<file path="config.mk">
export PLATFORM = sky130hd
export DESIGN_NAME = tmm_ctrl
export DESIGN_NICKNAME = d
export VERILOG_FILES = /design/src/rtl/core/tmm_pkg.sv /design/src/rtl/core/tmm_ctrl.sv
export SDC_FILE = /design/constraint.sdc
export NUM_CORES = 1
export LEC_CHECK = 0
export BUFFER_PORTS_ARGS = -buffer_cell sky130_fd_sc_hd__buf_4
export CORE_AREA = 4 4 41 43
export CTS_CLUSTER_DIAMETER = 60
export DETAILED_ROUTE_END_ITERATION = 12
export DIE_AREA = 0 0 45 47
export MAX_ROUTING_LAYER = met4
export SYNTH_ARGS = -nofsm -noshare
export SYNTH_HDL_FRONTEND = slang
export SYNTH_SLANG_ARGS = --single-unit
</file>
<file path="constraint.sdc">
create_clock -name i_clk -period 1.93 [get_ports i_clk]
set_input_delay 0.0965 -clock i_clk [delete_from_list [all_inputs] [get_ports i_clk]]
set_output_delay 0.0965 -clock i_clk [all_outputs]
set_load 0.03 [all_outputs]
</file>
<file path="src/rtl/core/tmm_pkg.sv">
`timescale 1ns / 1ps
// Shared types and constants of the temporal min/max/mean accumulator.
// No dependencies.
package tmm_pkg;

    localparam int IDX_W       = 16;
    localparam int STORE_DEPTH = 65536;
    localparam int PIXEL_COUNT = 65536;
    localparam logic [IDX_W:0] PIXEL_LIMIT = (IDX_W + 1)'(PIXEL_COUNT);
    localparam logic [15:0] MAX_FRAMES = 16'd65535;
    localparam logic [23:0] SUM_MAX    = 24'hFFFFFF;
    localparam logic [7:0]  PIX_MAX    = 8'd255;
    localparam int DIV_W   = 40;   // magnitude of sum * mean weight
    localparam int STEP_W  = 6;    // counts DIV_W division steps
    localparam int FRAC_W  = 12;   // Q4.12 weights

    localparam logic signed [15:0] MIN_WEIGHT_RST  = 16'sd0;
    localparam logic signed [15:0] MAX_WEIGHT_RST  = 16'sd0;
    localparam logic signed [15:0] MEAN_WEIGHT_RST = 16'sd4096;

    typedef enum logic [1:0] {
        REQ_ACC   = 2'd0,
        REQ_READ  = 2'd1,
        REQ_CLEAR = 2'd2,
        REQ_NONE  = 2'd3
    } t_req;

    typedef enum logic [1:0] {
        REG_MIN_WEIGHT  = 2'd0,
        REG_MAX_WEIGHT  = 2'd1,
        REG_MEAN_WEIGHT = 2'd2,
        REG_UNUSED      = 2'd3
    } t_reg_idx;

    // controller -> datapath
    typedef struct packed {
        logic load;       // capture transaction, read the stores
        logic exec;       // update stores/count, form products
        logic div_load;   // take magnitude of the mean product
        logic div_step;   // one restoring-division step
        logic sum;        // blend, clamp
        logic out_load;   // capture result
    } t_cmd;

    // datapath -> controller
    typedef struct packed {
        logic is_read;
        logic read_ok;
        logic div_last;
    } t_status;

endpackage

</file>
<file path="src/rtl/core/tmm_ctrl.sv">
`timescale 1ns / 1ps
// Sequencing FSM of the accumulator.
// Depends on tmm_pkg.
module tmm_ctrl import tmm_pkg::*; (
    input  logic    i_clk,
    input  logic    i_rst_n,
    input  logic    i_in_valid,
    output logic    o_in_ready,
    output logic    o_out_valid,
    input  logic    i_out_ready,
    input  t_status i_status,
    output t_cmd    o_cmd
);

    typedef enum logic [5:0] {
        S_IDLE   = 6'b000001,
        S_EXEC   = 6'b000010,
        S_DLOAD  = 6'b000100,
        S_DIV    = 6'b001000,
        S_SUM    = 6'b010000,
        S_FINISH = 6'b100000
    } t_state;

    t_state r_state, n_state;
    logic   r_out_valid;
    logic   out_free;

    assign out_free    = !r_out_valid || i_out_ready;
    assign o_in_ready  = (r_state == S_IDLE);
    assign o_out_valid = r_out_valid;

    always_comb begin
        n_state = r_state;
        o_cmd   = '0;
        unique case (r_state)
            S_IDLE: begin
                if (i_in_valid) begin
                    o_cmd.load = 1'b1;
                    n_state    = S_EXEC;
                end
            end
            S_EXEC: begin
                o_cmd.exec = 1'b1;
                if (i_status.is_read && i_status.read_ok) n_state = S_DLOAD;
                else                                      n_state = S_FINISH;
            end
            S_DLOAD: begin
                o_cmd.div_load = 1'b1;
                n_state        = S_DIV;
            end
            S_DIV: begin
                o_cmd.div_step = 1'b1;
                if (i_status.div_last) n_state = S_SUM;
            end
            S_SUM: begin
                o_cmd.sum = 1'b1;
                n_state   = S_FINISH;
            end
            S_FINISH: begin
                if (out_free) begin
                    o_cmd.out_load = 1'b1;
                    n_state        = S_IDLE;
                end
            end
            default: n_state = S_IDLE;
        endcase
    end

    always_ff @(posedge i_clk) begin
        if (!i_rst_n) begin
            r_state     <= S_IDLE;
            r_out_valid <= 1'b0;
        end else begin
            r_state <= n_state;
            if (o_cmd.out_load)   r_out_valid <= 1'b1;
            else if (i_out_ready) r_out_valid <= 1'b0;
        end
    end

endmodule

</file>
# After elaboration in Yosys (flattened, before gate mapping)
# Cells that the tools add are included.
[totals]
reg_bits = 7
latchBits = 0
ramBits = 0
mem_bits_ro = 0
output_inout_bits = 8
memories = 0
[classes]
add_sub_neg = 0
n_mul = 0
div = 0
n_lt_le_gt_ge = 0
n_eq_ne = 9
shift = 0
n_mux = 15
bitwise_logic = 0
n_reduce_logical = 5
[op_table]
columns = ["op", "count"]
rows = [
  ["case mux 6 bit (6 select lines)", 1],
  ["2-to-1 mux 6 bit", 4],
  ["2-to-1 mux 1 bit", 10],
  ["== test 6 x 1 -> 1 bit (second input constant)", 1],
  ["== test 6 x 2 -> 1 bit (second input constant)", 1],
  ["== test 6 x 3 -> 1 bit (second input constant)", 1],
  ["== test 6 x 4 -> 1 bit (second input constant)", 1],
  ["== test 6 x 5 -> 1 bit (second input constant)", 1],
  ["== test 6 bit (second input constant)", 1],
  ["inequality test 2 bit (second input constant)", 3],
  ["AND reduction 3 bit", 1],
  ["nonzero test 2 bit", 1],
  ["logical AND 1 bit", 1],
  ["zero test 1 bit", 1],
  ["logical OR 1 bit", 1],
]

# Longest topological paths before layout
# Gate-level depths: netlist of the first run.
[depth]
ltp_word = 5
ltp_mapped = 4

# Worst setup path after synthesis of the first run
# No wires, ideal clock.
[synth_timing]
path_kind = "register to register"
from = "reg r_state[1]"
to = "reg r_state[4]"
setup_time_ns = 0.061
arrival_time_ns = 1.287
path_slack_ns = 0.582
path_stages_with_launch = 5
n_path_buf = 0
path_cell_list = "dfxtp_1 nor2_1 nand2_1 nor2_1 and3_1"
[synth_via]
elab_chain_len = 3
elab_cells_between_ends = 11
classes_between = "eq/ne (9); mux (1); reduce/logical (1)"
[synth_rtl]
columns = ["item", "line", "rtl"]
rows = [
  ["from (decl)", "tmm_ctrl.sv:24", "t_state r_state, n_state;"],
  ["from (signal assigned)", "tmm_ctrl.sv:74", "r_state <= n_state;"],
  ["== test 6 bit (tied with other cells)", "tmm_ctrl.sv:35", "unique case (r_state)"],
  ["inequality test 2 bit (no line)", "n/a", ""],
  ["AND reduction 3 bit (no line)", "n/a", ""],
]
# Parallel ways exist; a longest one is shown, timed or not.
# A chain may end at the register's enable or synchronous reset.

==> impl_results.md, run 1 <==
* Status: finished, final reports clean
* Post-CTS setup buffer count at 0
* Worst-path clk slew at 0.06 ns
* CTS Hold Bufs at 0
* Top Ports at 15
* Max-cap violation count at 0
* Most frequent cells in the layout: buf_4, dfxtp_1, nor2_1
* Fin crit share at 77.2%
* Power density over cell area at 761 nW/um2
* First-pass GRT wire length at 1650 um
* # fillers at 135
* Starting DRC count in detailed routing at 8
* Synth unique cells at 27
* Number of H-tree levels at 1
* Critical path arrival at 1.39 ns
* Worst EP required at 1.83 ns
* WL/cell at 12.0 um
* Async SR Flop Fraction at 0%
* Router iterations before antenna repair at 4
* GPL Wtd Cong at 0.735
* Port buffer count at 14
* Most common cell after layout, fill and taps aside: buf_4
* Total global-route track usage at 11.6%
* Max Slew Vio Count at 0
* Via count at 393
* Initial antenna violation count at 0
* #FFs+latches synth at 7
* Crit path max fanout at 5
* Die area at 2120 um2
* Critical path capture point type: primary output
* Pin count of the biggest net entering global routing at 8
* Mapped cell area at 403 um2
* WS Path Type: reg2out
* Routed Antenna Nets at 0
* Yosys warns at 0
* Crit path max-delay family: simple AND/OR/NAND/NOR gates
* Final Setup Violations at 0
* Post-CTS sizing at 0
* Tot Pwr at 0.000421 W
* Critical path, cell by cell: nor2_1, nand4b_1, nor2b_1, buf_4
* Fin. Hold Viols at 0
* Setup TNS at 0 ns
* Peak VDD IR at 0.000346 V
* Core Box Area at 1300 um2
* CTS Sinks at 7
* Hold slack at 0.0984 ns
* Rows at 13
* Die X at 45 um
* Post-Route WL at 946 um
* Slew @ Worst Pin at 0.294 ns
* Synth Net Count at 53
* Vias per cell at 4.97
* Seq/Total Area, Yosys at 34.8%
* DRC viols at 0
* Syn-to-layout area delta at 37.3%
* Slew HR at 80.4%
* Post-synth EDFFs at 0
* Slowest-stage cell, CP: dfxtp_1
* Initial core utilization at 31.0%
* Final critical-path required period at 1.49 ns
* Post-DP HPWL at 759 um
* Post-synthesis cell count at 46
* Crit start category: flip-flop
* Die height at 47 um
* CTS tree: built
* Ys flop type: dfxtp_1
* Syn Area/Cell at 8.76 um2
* Hold/Removal Path Class: in2reg
* Clock latency on the worst-skew pair at 0.25 ns
* Post-layout net count at 72
* Post-synth top area cell: dfxtp_1
* FMAX at 0.671 GHz
* Bufs and invs on worst path at 1
* Clock Skews at 0.00373 ns
* Antenna diodes at 0
* GRT overflow at 0
* Clock Path Buffers at 2
* Largest cells by area after synthesis: dfxtp_1, nor4b_4, nand2b_1
* Pleak at 0.264 nW
* Root Buffer: clkbuf_4
* Layout cells sized above 1 at 32.8%
* Worst path max stage delay at 0.35 ns
* RSZ-0062 raised after global routing: no
* Yosys top cell area share at 34.8%
* CTS Buf Count at 3
* Vias in the first global route at 385
[worst register-to-register path, delay by kind of cell (launching register included)]
kind	cells	cell delay, ns
AOI/OAI and AO/OA	1	0.13
DFF	1	0.35
and+or+nand+nor	3	0.79
[area by class of cell]
type | instances | area, um2 | share of cell area (%)
Multi-Input combinational cell | 37 | 255 | 46.2
Sequential cell | 7 | 140 | 25.3
Inverter | 2 | 7.51 | 1.36
Clock buffer | 4 | 26.3 | 4.75
Timing Repair Buffer | 14 | 105 | 19.0
Tap cell | 15 | 18.8 | 3.39
[flip-flops by register name, indices dropped and copies added (netlist names)]
signal       cells
o_out_valid      1
r_state          6
[report_power, final]
part / leakage, nW / switching (W) / total [W] / internal (W)
combinational: 0.192 / 0.0000664 / 0.000121 / 0.0000547
clock: 0.0150 / 0.0000559 / 0.000135 / 0.0000790
sequential: 0.0570 / 0.0000113 / 0.000165 / 0.000154
total: 0.264 / 0.000134 / 0.000421 / 0.000287
[stage by stage]
step	util, %	cell area (um2)	worst slack [ns]	instances
finish	42.5	553	0.441	79
global route	42.5	553	0.310	79
CTS	42.5	553	0.433	79
detailed placement	40.5	527	0.562	75
global placement	40.5	527	0.564	75
floorplan	-	403	0.582	46
[final timing paths]
path	from	endpoint	slack [ns]	cells after the start
max	r_state[1]	o_cmd[0]	0.44	4
min	i_status[1]	r_state[2]	0.1	3
max reg2reg	r_state[1]	r_state[5]	0.55	4
min reg2reg	o_out_valid	o_out_valid	0.56	2
[routing by layer]
layer	share of wire [%]	global-route usage, %	routed length (um)	vias to the layer above
li1	-	-	-	205
met1	44	13.0	415	177
met2	49	17.8	466	9
met3	5.4	3.83	51	2
met4	1.2	7.02	11	0
met5	0	-	0	-
[cells by family (layout without fill, tap and decap cells)]
group	Yosys count	count (layout)	synth area share [%]
AND/OR/NAND/NOR	27	27	44.1
XOR/XNOR	1	1	2.17
AO/OA/AOI/OAI	9	9	17.1
flip-flops	7	7	34.8
buffers and inverters	2	20	1.86
[cells in the mapped netlist (2+ instances only)]
cell and number:
and3_1 2, dfxtp_1 7, inv_1 2, nand2b_1 3, nand3_1 2, nor2_1 5
nor2b_1 3, o21ai_0 3
Power figures use the tool's default switching activity.
==> run 2: changes to the inputs <==
==> constraint.sdc (replaced) <==
create_clock -name i_clk -period 1.25 [get_ports i_clk]
set_input_delay 0.0625 -clock i_clk [delete_from_list [all_inputs] [get_ports i_clk]]
set_output_delay 0.0625 -clock i_clk [all_outputs]
set_load 0.03 [all_outputs]
==> impl_results.md, run 2 (same netlist as run 1, synthesis figures left out) <==
* Number of H-tree levels at 1 (unchanged)
* Psw at 0.000231 W (was 0.000134 W)
* Max Slew Vio Count at 0 (unchanged)
* Slew HR at 80.7% (was 80.4%)
* Clock Path Buffers at 2 (unchanged)
* First-pass GRT wire length at 1840 um (was 1650 um)
* Slew @ Worst Pin at 0.288 ns (was 0.294 ns)
* Largest register FFs at 6 (unchanged)
* Fin util at 51.9% (was 42.5%)
* Port buffer count at 14 (unchanged)
* Rows at 13 (unchanged)
* Final Setup Violations at 8 (was 0)
* Syn-to-layout area delta at 67.7% (was 37.3%)
* Tot Pwr at 0.000718 W (was 0.000421 W)
* Max-cap violation count at 0 (unchanged)
* Violated checks: setup timing
* Total global-route track usage at 12.7% (was 11.6%)
* Antenna diodes at 0 (unchanged)
* Final critical-path required period at 1.39 ns
* Peak VDD IR at 0.000510 V (was 0.000346 V)
* Reg with most FFs: r_state (unchanged)
* Most common cell after layout, fill and taps aside: buf_4 (unchanged)
* Die height at 47 um (unchanged)
* Vias in the first global route at 436 (was 385)
* Clock power share at 28.8% (was 32.1%)
* Flop pwr share at 36.7% (was 39.2%)
* Crit. Startpoint: r_state[1] (unchanged)
* FF-to-FF Start: r_state[2] (was r_state[1])
* Worst EP required at 1.19 ns (was 1.83 ns)
* Final WS setup at -0.141 ns (was 0.441 ns)
* Vias per cell at 5.10 (was 4.97)
* Worst path max stage delay at 0.35 ns (about the same)
* Cells on worst reg2reg path at 6 (was 4)
* Critical path capture point type: primary output (unchanged)
* Top Ports at 15 (unchanged)
* Worst setup endpoint: o_cmd[5] (was o_cmd[0])
* Core Box Area at 1300 um2 (unchanged)
* Hold slack at 0.0615 ns (was 0.0984 ns)
* Pin count of the biggest net entering global routing at 8 (unchanged)
* Starting DRC count in detailed routing at 11 (was 8)
* Die area at 2120 um2 (unchanged)
* Gate power share at 34.5% (was 28.8%)
* Net Sw Frac at 32.2% (was 31.7%)
* Root Buffer: clkbuf_4 (unchanged)
* CTS tree: built (unchanged)
* Critical path arrival at 1.33 ns (was 1.39 ns)
* Initial core utilization at 31.0% (unchanged)
* Status: complete, but fails checks (was finished, final reports clean)
* DRC viols at 0 (unchanged)
* Slowest-stage cell, CP: dfxtp_2 (was dfxtp_1)
* Crit start category: flip-flop (unchanged)
* Router iterations before antenna repair at 2 (was 4)
* # fillers at 130 (was 135)
* Clock latency on the worst-skew pair at 0.26 ns (was 0.25 ns)
* Power density over cell area at 1060 nW/um2 (was 761 nW/um2)
* RSZ-0062 raised after global routing: yes (was no)
* Post-DP HPWL at 805 um (was 759 um)
* R2R Setup Slk at -0.01 ns (was 0.55 ns)
* Most frequent cells in the layout: buf_4, buf_6, dfxtp_2, nor2_4 (was buf_4, dfxtp_1, nor2_1)
* Pleak at 0.304 nW (was 0.264 nW)
* Layout cells sized above 1 at 59.4% (was 32.8%)
* Internal power at 0.000486 W (was 0.000287 W)
* Post-layout net count at 77 (was 72)
* GPL Wtd Cong at 0.829 (was 0.735)
* CTS Buf Count at 3 (unchanged)
* WS Path Type: reg2out (unchanged)
* Initial antenna violation count at 0 (unchanged)
* Via count at 428 (was 393)
* Hold/Removal Path Class: in2reg (unchanged)
* GRT overflow at 0 (unchanged)
* Fin cells at 84 (was 79)
* Fin crit share at 111%
* Routed Antenna Nets at 0 (unchanged)
* Critical path, cell by cell: nor4b_4, and3_4, buf_6 (was nor2_1, nand4b_1, nor2b_1, buf_4)
* Fin. Hold Viols at 0 (unchanged)
* Die X at 45 um (unchanged)
* Post-Route WL at 1090 um (was 946 um)
* FMAX at 0.719 GHz
* RR Endpoint: r_state[0] (was r_state[5])
* Worst-path clk slew at 0.06 ns (about the same)
* Dpl cells at 79 (was 75)
* WL/cell at 12.9 um (was 12.0 um)
* Clock Skews at 0.00992 ns (was 0.00373 ns)
* Crit path max fanout at 4 (was 5)
* CTS Sinks at 7 (unchanged)
## run 2: how the worst min path moves through the flow
| stage | from | endpoint | cells after the start |
|---|---|---|---|
| detailed placement | i_status[1] | r_state[2] | 3 |
| finish | i_rst_n | r_state[1] | 2 |
| global route | i_rst_n | r_state[1] | 2 |
| CTS | i_status[1] | r_state[2] | 3 |
| floorplan | i_rst_n | r_state[1] | 1 |
| global placement | i_status[1] | r_state[2] | 3 |
## run 2: worst max-delay path: cells and delay by family, from the launching register on
family,cells,cell delay (ns)
AND/OR/NAND/NOR,2,0.59
flip-flops,1,0.35
buffers and inverters,1,0.12
## run 2: routing by layer
layer  global-route usage, %  wire, um  up-vias
met4                    8.77        27        0
met1                    13.3       454      202
met2                    20.6       556       10
met3                    3.45        46        4
met5                       -         0        -
li1                        -         -      212
## run 2: timing repair
item,in CTS,in global routing
gates resized for setup,19,9
buffers inserted,1,0
pin swaps,3,8
endpoints found under the setup margin,8,9
endpoints found under the hold margin,0,0
hold buffers,0,0
## run 2: final cells by class
class | count | area, um2 | area share [%]
Sequential cell | 7 | 150 | 22.2
Multi-Input combinational cell | 37 | 304 | 45.0
Timing Repair Buffer | 19 | 169 | 25.0
Inverter | 2 | 7.51 | 1.11
Tap cell | 15 | 18.8 | 2.78
Clock buffer | 4 | 26.3 | 3.89
## run 2: metrics by stage
| stage | cell area [um2] | worst slack, ns | TNS, ns |
|---|---|---|---|
| floorplan | 407 | 0.00640 | 0 |
| CTS | 647 | -0.149 | -0.518 |
| finish | 676 | -0.141 | -0.431 |
| global placement | 561 | -0.0334 | -0.0334 |
| global route | 676 | -0.202 | -1.09 |
| detailed placement | 561 | 0.000617 | 0 |
## run 2: power groups by stage
stage	sequential, W	clock (W)	combinational, W
global placement	0.000259	0	0.000213
floorplan	0.000257	0	0.000127
global route	0.000266	0.000234	0.000267
finish	0.000264	0.000207	0.000247
detailed placement	0.000259	0	0.000213
CTS	0.000261	0.000210	0.000239
